**config.mk**
```make
export PLATFORM = sky130hd
export DESIGN_NAME = rv32_decode
export DESIGN_NICKNAME = d
export VERILOG_FILES = /design/src/rtl/core/rv32_pkg.sv /design/src/rtl/core/rv32_decode.sv
export SDC_FILE = /design/constraint.sdc
export NUM_CORES = 2
export LEC_CHECK = 0
export ABC_AREA = 1
export BUFFER_PORTS_ARGS = -buffer_cell sky130_fd_sc_hd__buf_2
export CAP_MARGIN = 20
export CELL_PAD_IN_SITES_DETAIL_PLACEMENT = 1
export CELL_PAD_IN_SITES_GLOBAL_PLACEMENT = 1
export CORE_AREA = 2 2 296 298
export CTS_CLUSTER_SIZE = 24
export DETAILED_ROUTE_END_ITERATION = 8
export DIE_AREA = 0 0 298 300
export GPL_TIMING_DRIVEN = 0
export PLACE_DENSITY_LB_ADDON = 0.1
export SYNTH_ARGS = -nofsm -noshare
export SYNTH_HDL_FRONTEND = slang
export SYNTH_SLANG_ARGS = --single-unit
```
**constraint.sdc**
```tcl
create_clock -name i_clk -period 2.84 [get_ports i_clk]
set_clock_uncertainty 0.15 [all_clocks]
set_input_delay 0 -clock i_clk [delete_from_list [all_inputs] [get_ports i_clk]]
set_output_delay 0 -clock i_clk [all_outputs]
set_load 0.02 [all_outputs]
```
**src/rtl/core/rv32_pkg.sv**
```systemverilog
package rv32_pkg;

    localparam logic [6:0] OP_LOAD   = 7'b00000_11;
    localparam logic [6:0] OP_STORE  = 7'b01000_11;
    localparam logic [6:0] OP_IMM    = 7'b00100_11;
    localparam logic [6:0] OP_REG    = 7'b01100_11;
    localparam logic [6:0] OP_LUI    = 7'b01101_11;
    localparam logic [6:0] OP_AUIPC  = 7'b00101_11;
    localparam logic [6:0] OP_BRANCH = 7'b11000_11;
    localparam logic [6:0] OP_JAL    = 7'b11011_11;
    localparam logic [6:0] OP_JALR   = 7'b11001_11;

    localparam logic [6:0] F7_BASE = 7'h00;
    localparam logic [6:0] F7_ALT  = 7'h20;
    localparam logic [6:0] F7_MULDIV = 7'h01;

    // funct3 codes of the integer alu
    localparam logic [2:0] F3_ADD  = 3'd0;
    localparam logic [2:0] F3_SLL  = 3'd1;
    localparam logic [2:0] F3_SLT  = 3'd2;
    localparam logic [2:0] F3_SLTU = 3'd3;
    localparam logic [2:0] F3_XOR  = 3'd4;
    localparam logic [2:0] F3_SR   = 3'd5;
    localparam logic [2:0] F3_OR   = 3'd6;
    localparam logic [2:0] F3_AND  = 3'd7;

    // funct3 codes of the m extension
    localparam logic [2:0] F3_MUL    = 3'd0;
    localparam logic [2:0] F3_MULH   = 3'd1;
    localparam logic [2:0] F3_MULHSU = 3'd2;
    localparam logic [2:0] F3_MULHU  = 3'd3;
    localparam logic [2:0] F3_DIV    = 3'd4;
    localparam logic [2:0] F3_DIVU   = 3'd5;
    localparam logic [2:0] F3_REM    = 3'd6;
    localparam logic [2:0] F3_REMU   = 3'd7;

    // funct3 codes of branches
    localparam logic [2:0] F3_BEQ  = 3'd0;
    localparam logic [2:0] F3_BNE  = 3'd1;
    localparam logic [2:0] F3_BLT  = 3'd4;
    localparam logic [2:0] F3_BGE  = 3'd5;
    localparam logic [2:0] F3_BLTU = 3'd6;
    localparam logic [2:0] F3_BGEU = 3'd7;

    localparam int DIV_STEPS = 32;

    typedef struct packed {
        logic [4:0]  rd_index;
        logic        rd_write;
        logic [31:0] rd_value;
        logic [31:0] next_pc;
        logic        mem_read;
        logic        mem_write;
        logic [1:0]  mem_size;
        logic        mem_signed;
        logic [31:0] mem_address;
        logic [31:0] mem_store_data;
        logic        unhandled;
    } t_res;

    typedef struct packed {
        t_res        res;
        logic        is_md;
        logic [2:0]  f3;
        logic [31:0] a;
        logic [31:0] b;
    } t_dec;

    typedef struct packed {
        t_dec        d;
        logic [63:0] prod;
        logic [31:0] rem;
        logic [31:0] dvd;
        logic [31:0] dvs;
        logic        neg_q;
        logic        neg_r;
        logic        bzero;
    } t_mdst;

    function automatic logic [31:0] alu(input logic [2:0] f3, input logic alt,
                                        input logic [31:0] a, input logic [31:0] b);
        logic [31:0] r;
        case (f3)
            F3_ADD:  r = alt ? a - b : a + b;
            F3_SLL:  r = a << b[4:0];
            F3_SLT:  r = {31'd0, $signed(a) < $signed(b)};
            F3_SLTU: r = {31'd0, a < b};
            F3_XOR:  r = a ^ b;
            F3_SR:   r = alt ? 32'($signed(a) >>> b[4:0]) : a >> b[4:0];
            F3_OR:   r = a | b;
            default: r = a & b;
        endcase
        return r;
    endfunction

endpackage

```
**src/rtl/core/rv32_decode.sv**
```systemverilog
module rv32_decode (
    input  logic            i_clk,
    input  logic            i_rst_n,
    input  logic            i_en,
    input  logic            i_valid,
    input  logic [31:0]     i_instruction,
    input  logic [31:0]     i_pc,
    input  logic [31:0]     i_rs1_value,
    input  logic [31:0]     i_rs2_value,
    output logic            o_valid,
    output rv32_pkg::t_dec  o_dec
);
    import rv32_pkg::*;

    logic [31:0] ins, a, b, immI, immS, immB, immJ, immU, pc4, val, npc;
    logic [6:0]  opc, f7;
    logic [2:0]  f3;
    logic        wr, mr, bad, take;
    t_dec        n_dec;
    logic        r_valid;
    t_dec        r_dec;

    assign ins  = i_instruction;
    assign a    = i_rs1_value;
    assign b    = i_rs2_value;
    assign opc  = ins[6:0];
    assign f3   = ins[14:12];
    assign f7   = ins[31:25];
    assign immI = {{20{ins[31]}}, ins[31:20]};
    assign immS = {{20{ins[31]}}, ins[31:25], ins[11:7]};
    assign immB = {{19{ins[31]}}, ins[31], ins[7], ins[30:25], ins[11:8], 1'b0};
    assign immJ = {{11{ins[31]}}, ins[31], ins[19:12], ins[20], ins[30:21], 1'b0};
    assign immU = {ins[31:12], 12'd0};
    assign pc4  = i_pc + 32'd4;

    // decode and execute everything but multiply and divide
    always_comb begin
        n_dec = '0;
        wr = 1'b0; mr = 1'b0; bad = 1'b0; take = 1'b0;
        val = '0; npc = pc4;
        n_dec.f3 = f3;
        n_dec.a = a;
        n_dec.b = b;
        case (opc)
            OP_LOAD: begin
                if (f3 == 3'd3 || f3 >= 3'd6) begin
                    bad = 1'b1;
                end else begin
                    mr = 1'b1; wr = 1'b1;
                    n_dec.res.mem_read = 1'b1;
                    n_dec.res.mem_size = f3[1:0];
                    n_dec.res.mem_signed = ~f3[2];
                    n_dec.res.mem_address = a + immI;
                end
            end
            OP_STORE: begin
                if (f3 > 3'd2) begin
                    bad = 1'b1;
                end else begin
                    n_dec.res.mem_write = 1'b1;
                    n_dec.res.mem_size = f3[1:0];
                    n_dec.res.mem_address = a + immS;
                    n_dec.res.mem_store_data = (f3 == 3'd0) ? {24'd0, b[7:0]} :
                                               (f3 == 3'd1) ? {16'd0, b[15:0]} : b;
                end
            end
            OP_IMM: begin
                if ((f3 == F3_SLL && f7 != F7_BASE) ||
                    (f3 == F3_SR && f7 != F7_BASE && f7 != F7_ALT)) begin
                    bad = 1'b1;
                end else begin
                    wr = 1'b1;
                    val = alu(f3, f3 == F3_SR && f7 == F7_ALT, a, immI);
                end
            end
            OP_REG: begin
                if (f7 == F7_MULDIV) begin
                    wr = 1'b1;
                    n_dec.is_md = 1'b1;
                end else if ((f7 == F7_ALT && f3 != F3_ADD && f3 != F3_SR) ||
                             (f7 != F7_BASE && f7 != F7_ALT)) begin
                    bad = 1'b1;
                end else begin
                    wr = 1'b1;
                    val = alu(f3, f7 == F7_ALT, a, b);
                end
            end
            OP_LUI: begin
                wr = 1'b1; val = immU;
            end
            OP_AUIPC: begin
                wr = 1'b1; val = i_pc + immU;
            end
            OP_BRANCH: begin
                case (f3)
                    F3_BEQ:  take = a == b;
                    F3_BNE:  take = a != b;
                    F3_BLT:  take = $signed(a) < $signed(b);
                    F3_BGE:  take = !($signed(a) < $signed(b));
                    F3_BLTU: take = a < b;
                    F3_BGEU: take = a >= b;
                    default: bad = 1'b1;
                endcase
                if (take) begin
                    npc = i_pc + immB;
                end
            end
            OP_JAL: begin
                wr = 1'b1; val = pc4; npc = i_pc + immJ;
            end
            OP_JALR: begin
                if (f3 != 3'd0) begin
                    bad = 1'b1;
                end else begin
                    wr = 1'b1; val = pc4; npc = (a + immI) & ~32'd1;
                end
            end
            default: bad = 1'b1;
        endcase
        n_dec.res.rd_index  = ins[11:7];
        n_dec.res.rd_write  = wr && ins[11:7] != 5'd0;
        n_dec.res.rd_value  = (wr && ins[11:7] != 5'd0 && !mr) ? val : 32'd0;
        n_dec.res.next_pc   = npc;
        n_dec.res.unhandled = bad;
    end

    // decode stage register
    always_ff @(posedge i_clk) begin
        if (!i_rst_n) begin
            r_valid <= 1'b0;
        end else if (i_en) begin
            r_valid <= i_valid;
        end
        if (i_en) begin
            r_dec <= n_dec;
        end
    end

    assign o_valid = r_valid;
    assign o_dec   = r_dec;
endmodule

```
==> results.md <==
- Run status: finished with violations
- Failing checks: hold timing, setup timing
- Post-DRT Antenna Nets: 0
- Crit-path max FO: 10
- PortBufs: 340
- Clock Pin Slew Worst Setup and Hold Paths: ~0.060 ns
- Crit-path leading delay family: buffers and inverters
- Worst setup EP type: register
- CP Data Required Time: approximately 3.1 ns
- Final setup viols: 58
- Placed cell area: 36500 µm²
- Clock insertion delay at the later pin of the skew report: 0.63 ns
- P_leak: approximately 20 nW
- Vias in the first global route: 46300
- Floorplan row count: around 110
- Netlist cell types: 60
- Gate Count Post-Synth: around 5700
- Fmax: roughly 320 MHz
- Max-Cap Viols: 0
- Slew @ Worst Pin: around 1.2 ns
- I/O pins: 341
- Setup TNS: -5.01 ns
- Final setup margin: -0.289 ns
- Gr ovfl total: 0
- Layout Nets: between 6000 and 7000
- Worst min-delay path class: input port to register
- Synth warn: 0
- Cell area after synthesis: between 30000 and 40000 µm²
- All-Layer GR Usage: ~54%
- Fin. Hold Viols: 1
- Fin area: roughly 41000 µm²
- H-tree lvl count: 1
- Mapped Avg Cell Area: roughly 5.8 µm²
- Top cells by count, synth: nand2_1 (1863), nand3_1 (708), inv_1 (650), nor2_1 (450), a21oi_1 (399)
- Synth-to-layout area growth: 23.8%
- Utilization after layout: a little under half
- Pre-Repair DR Iteration Count: 6
- Largest net degree at the start of global routing: 109
- Share of cells above drive strength 1: around 14%
- Via count: ~48000
- First-pass GRT wire length: 345000 µm
- Worst hold start: i_instruction[8]
- Top-count cell post-synth: nand2_1
- Yosys top cell area share: 21.0%
- CP arrival: between 3 and 4 ns
- Routed vias/inst: between 6 and 7
- VDD IR-drop max: around 0.0005 V
- Final worst-path cycle share: 110%
- Post-synth top area cell: nand2_1
- Die area: about 90000 µm²
- Unrepaired setup endpoints after global routing: yes
- CP max stage delay: between 0.6 and 0.7 ns
- GP Congestion: approximately 1.2
- Most used flip-flop cell after synthesis: edfxtp_1
- Core Footprint: approximately 86000 µm²
- Hold slack: -0.000649 ns
- Synth area leaders: nand2_1 (21%), edfxtp_1 (19%), nand3_1 (11%)
- CTS Buffer Depth: 3
- Root Driver: clkbuf_16
- Worst rel slew slack: a little under a fifth
- DIE HEIGHT: about 300 µm
- CTS tree: built
- Critical path class: input port to register
- Post-DP HPWL: about 190000 µm
- Syn_nets: 6114
- Final wirelength: 252000 µm
- Fin. max-slew vios: 0
- FF-to-FF path depth: 3
- Critical path cell sequence: buf_2 -> nor2_4 -> nand2_2 -> inv_2 -> buf_2 -> clkbuf_2 -> nand2_1 -> nand2_1 -> a21oi_1 -> a21oi_2
- Number of synthesized flops with an enable pin: between 200 and 250
- Ys async rst share: 0%
- CTS Buf Count: 25
- Slowest cell on the critical path: clkbuf_2
- DRC: 0
- Worst r2r src: o_valid
- Hold Path Sink: o_dec[103]
- CTS sink count: between 200 and 250
- Overall Power: around 15 mW
- Detailed Route Iter0 Violations: around 6600
- RR Endpoint: o_valid
- Seq/Total Area, Yosys: between 10% and 20%
- Wire length per cell: 33.6 µm
- Final min period: ~3.1 ns
- Initial core utilization: roughly two fifths
- Register-to-register setup slack: 1.35 ns
- Place WS: -2.40 ns
- Hold path cells: 5
- Power density cells: between 300 and 400 nW/µm²
- Die Span X: just under 300 µm
- CP startpoint kind: input port
- CP bufs+invs: 4
- Post-synthesis register bit count: between 200 and 250
- Initial antenna violation count: 23
==> layout by cell type, fill, tap and decap left out, types with 18 or more instances in the layout <==
cell	instances
nand2_2	38
o211ai_1	60
nor3_1	55
inv_2	21
nand3b_1	29
o21bai_1	27
buf_1	33
edfxtp_1	208
nor2_1	427
xor2_1	33
nor2_2	27
buf_4	102
a21oi_2	46
clkbuf_16	25
dlygate4sd3_1	159
nand4_1	88
clkbuf_1	92
o21a_1	18
o21ai_0	312
buf_6	37
nand2_1	1830
or2_2	18
ha_1	231
nand3_1	698
inv_1	616
buf_2	360
clkinvlp_4	37
a21oi_1	352
nand3_2	18
o21ai_1	25
==> sequential cells by signal (all words and copies together), names as in the netlist <==
| name | flops |
|---|---|
| o_dec | 208 |
| o_valid | 1 |
==> repair_timing <==
action / 4_1_cts / 5_1_grt
endpoints found under the hold margin: 236 / 3
pin swaps: 4 / 10
setup endpoints to repair: 92 / 69
resized for setup: 243 / 219
setup buffers: 55 / 25
hold buffers: 156 / 3
gates cloned: 3 / 0
==> worst max-delay path by stage <==
stage	startpoint	end	cells after the start
6_report	i_instruction[12]	o_dec[191]	10
5_1_grt	i_rs1_value[23]	o_dec[159]	20
4_1_cts	i_instruction[31]	o_dec[183]	20
3_5_place_dp	i_instruction[31]	o_dec[168]	16
3_3_place_gp	i_instruction[31]	o_dec[168]	15
2_1_floorplan	i_rs2_value[4]	o_dec[164]	21
==> cells by family (layout without fill, tap and decap cells) <==
| logic type | Yosys count | in the layout | synth area share, % |
|---|---|---|---|
| simple gates | 3287 | 3287 | 42.1 |
| flops | 209 | 209 | 18.8 |
| other cells | 0 | 13 | 0 |
| mux | 11 | 11 | 0.331 |
| fa+ha+maj | 272 | 272 | 10.4 |
| compound gates | 949 | 949 | 15.9 |
| buf+inv | 925 | 1544 | 11.0 |
| xor+xnor | 57 | 57 | 1.50 |
==> layer usage <==
metal  track usage, %  share of wire, %  vias up
li1                 -                 -    20000
met1             63.3                36    22900
met2             76.8                40     3891
met3             19.6                14     1320
met4             48.6                11       20
met5                0             0.059        -
==> cell type report <==
type,count,area [µm²]
timing repair inverter,2,15.0
fill,12000,45000
sequential,209,6270
tap,1155,1450
timing repair buffer,585,4350
multi-input combinational,4576,24400
inverter,679,2680
clock inverter,17,195
buffer,232,1180
antenna,13,32.5
clock buffer,29,641
==> tightest hold or removal path, cell delays in order <==
cell     delay (ns)
buf_2          0.17
fa_1           0.23
nand2_1        0.06
inv_1          0.05
o32ai_1        0.10
==> report_power, final <==
part	internal, mW	switching (mW)	leakage (nW)
clock network	1.98	1.64	0.408
logic	2.09	5.76	17.6
registers	3.61	0.0712	2.01
total	7.68	7.47	20.0
==> through the flow <==
step	instances	hold slack [ns]
after floorplan	5710	-0.0565
after global placement	7205	0.0678
after detailed placement	7209	0.0696
after CTS	7457	-0.219
after global routing	7484	0.00150
final	7497	-0.000649
No activity file was read; power rests on OpenSTA's default activity.
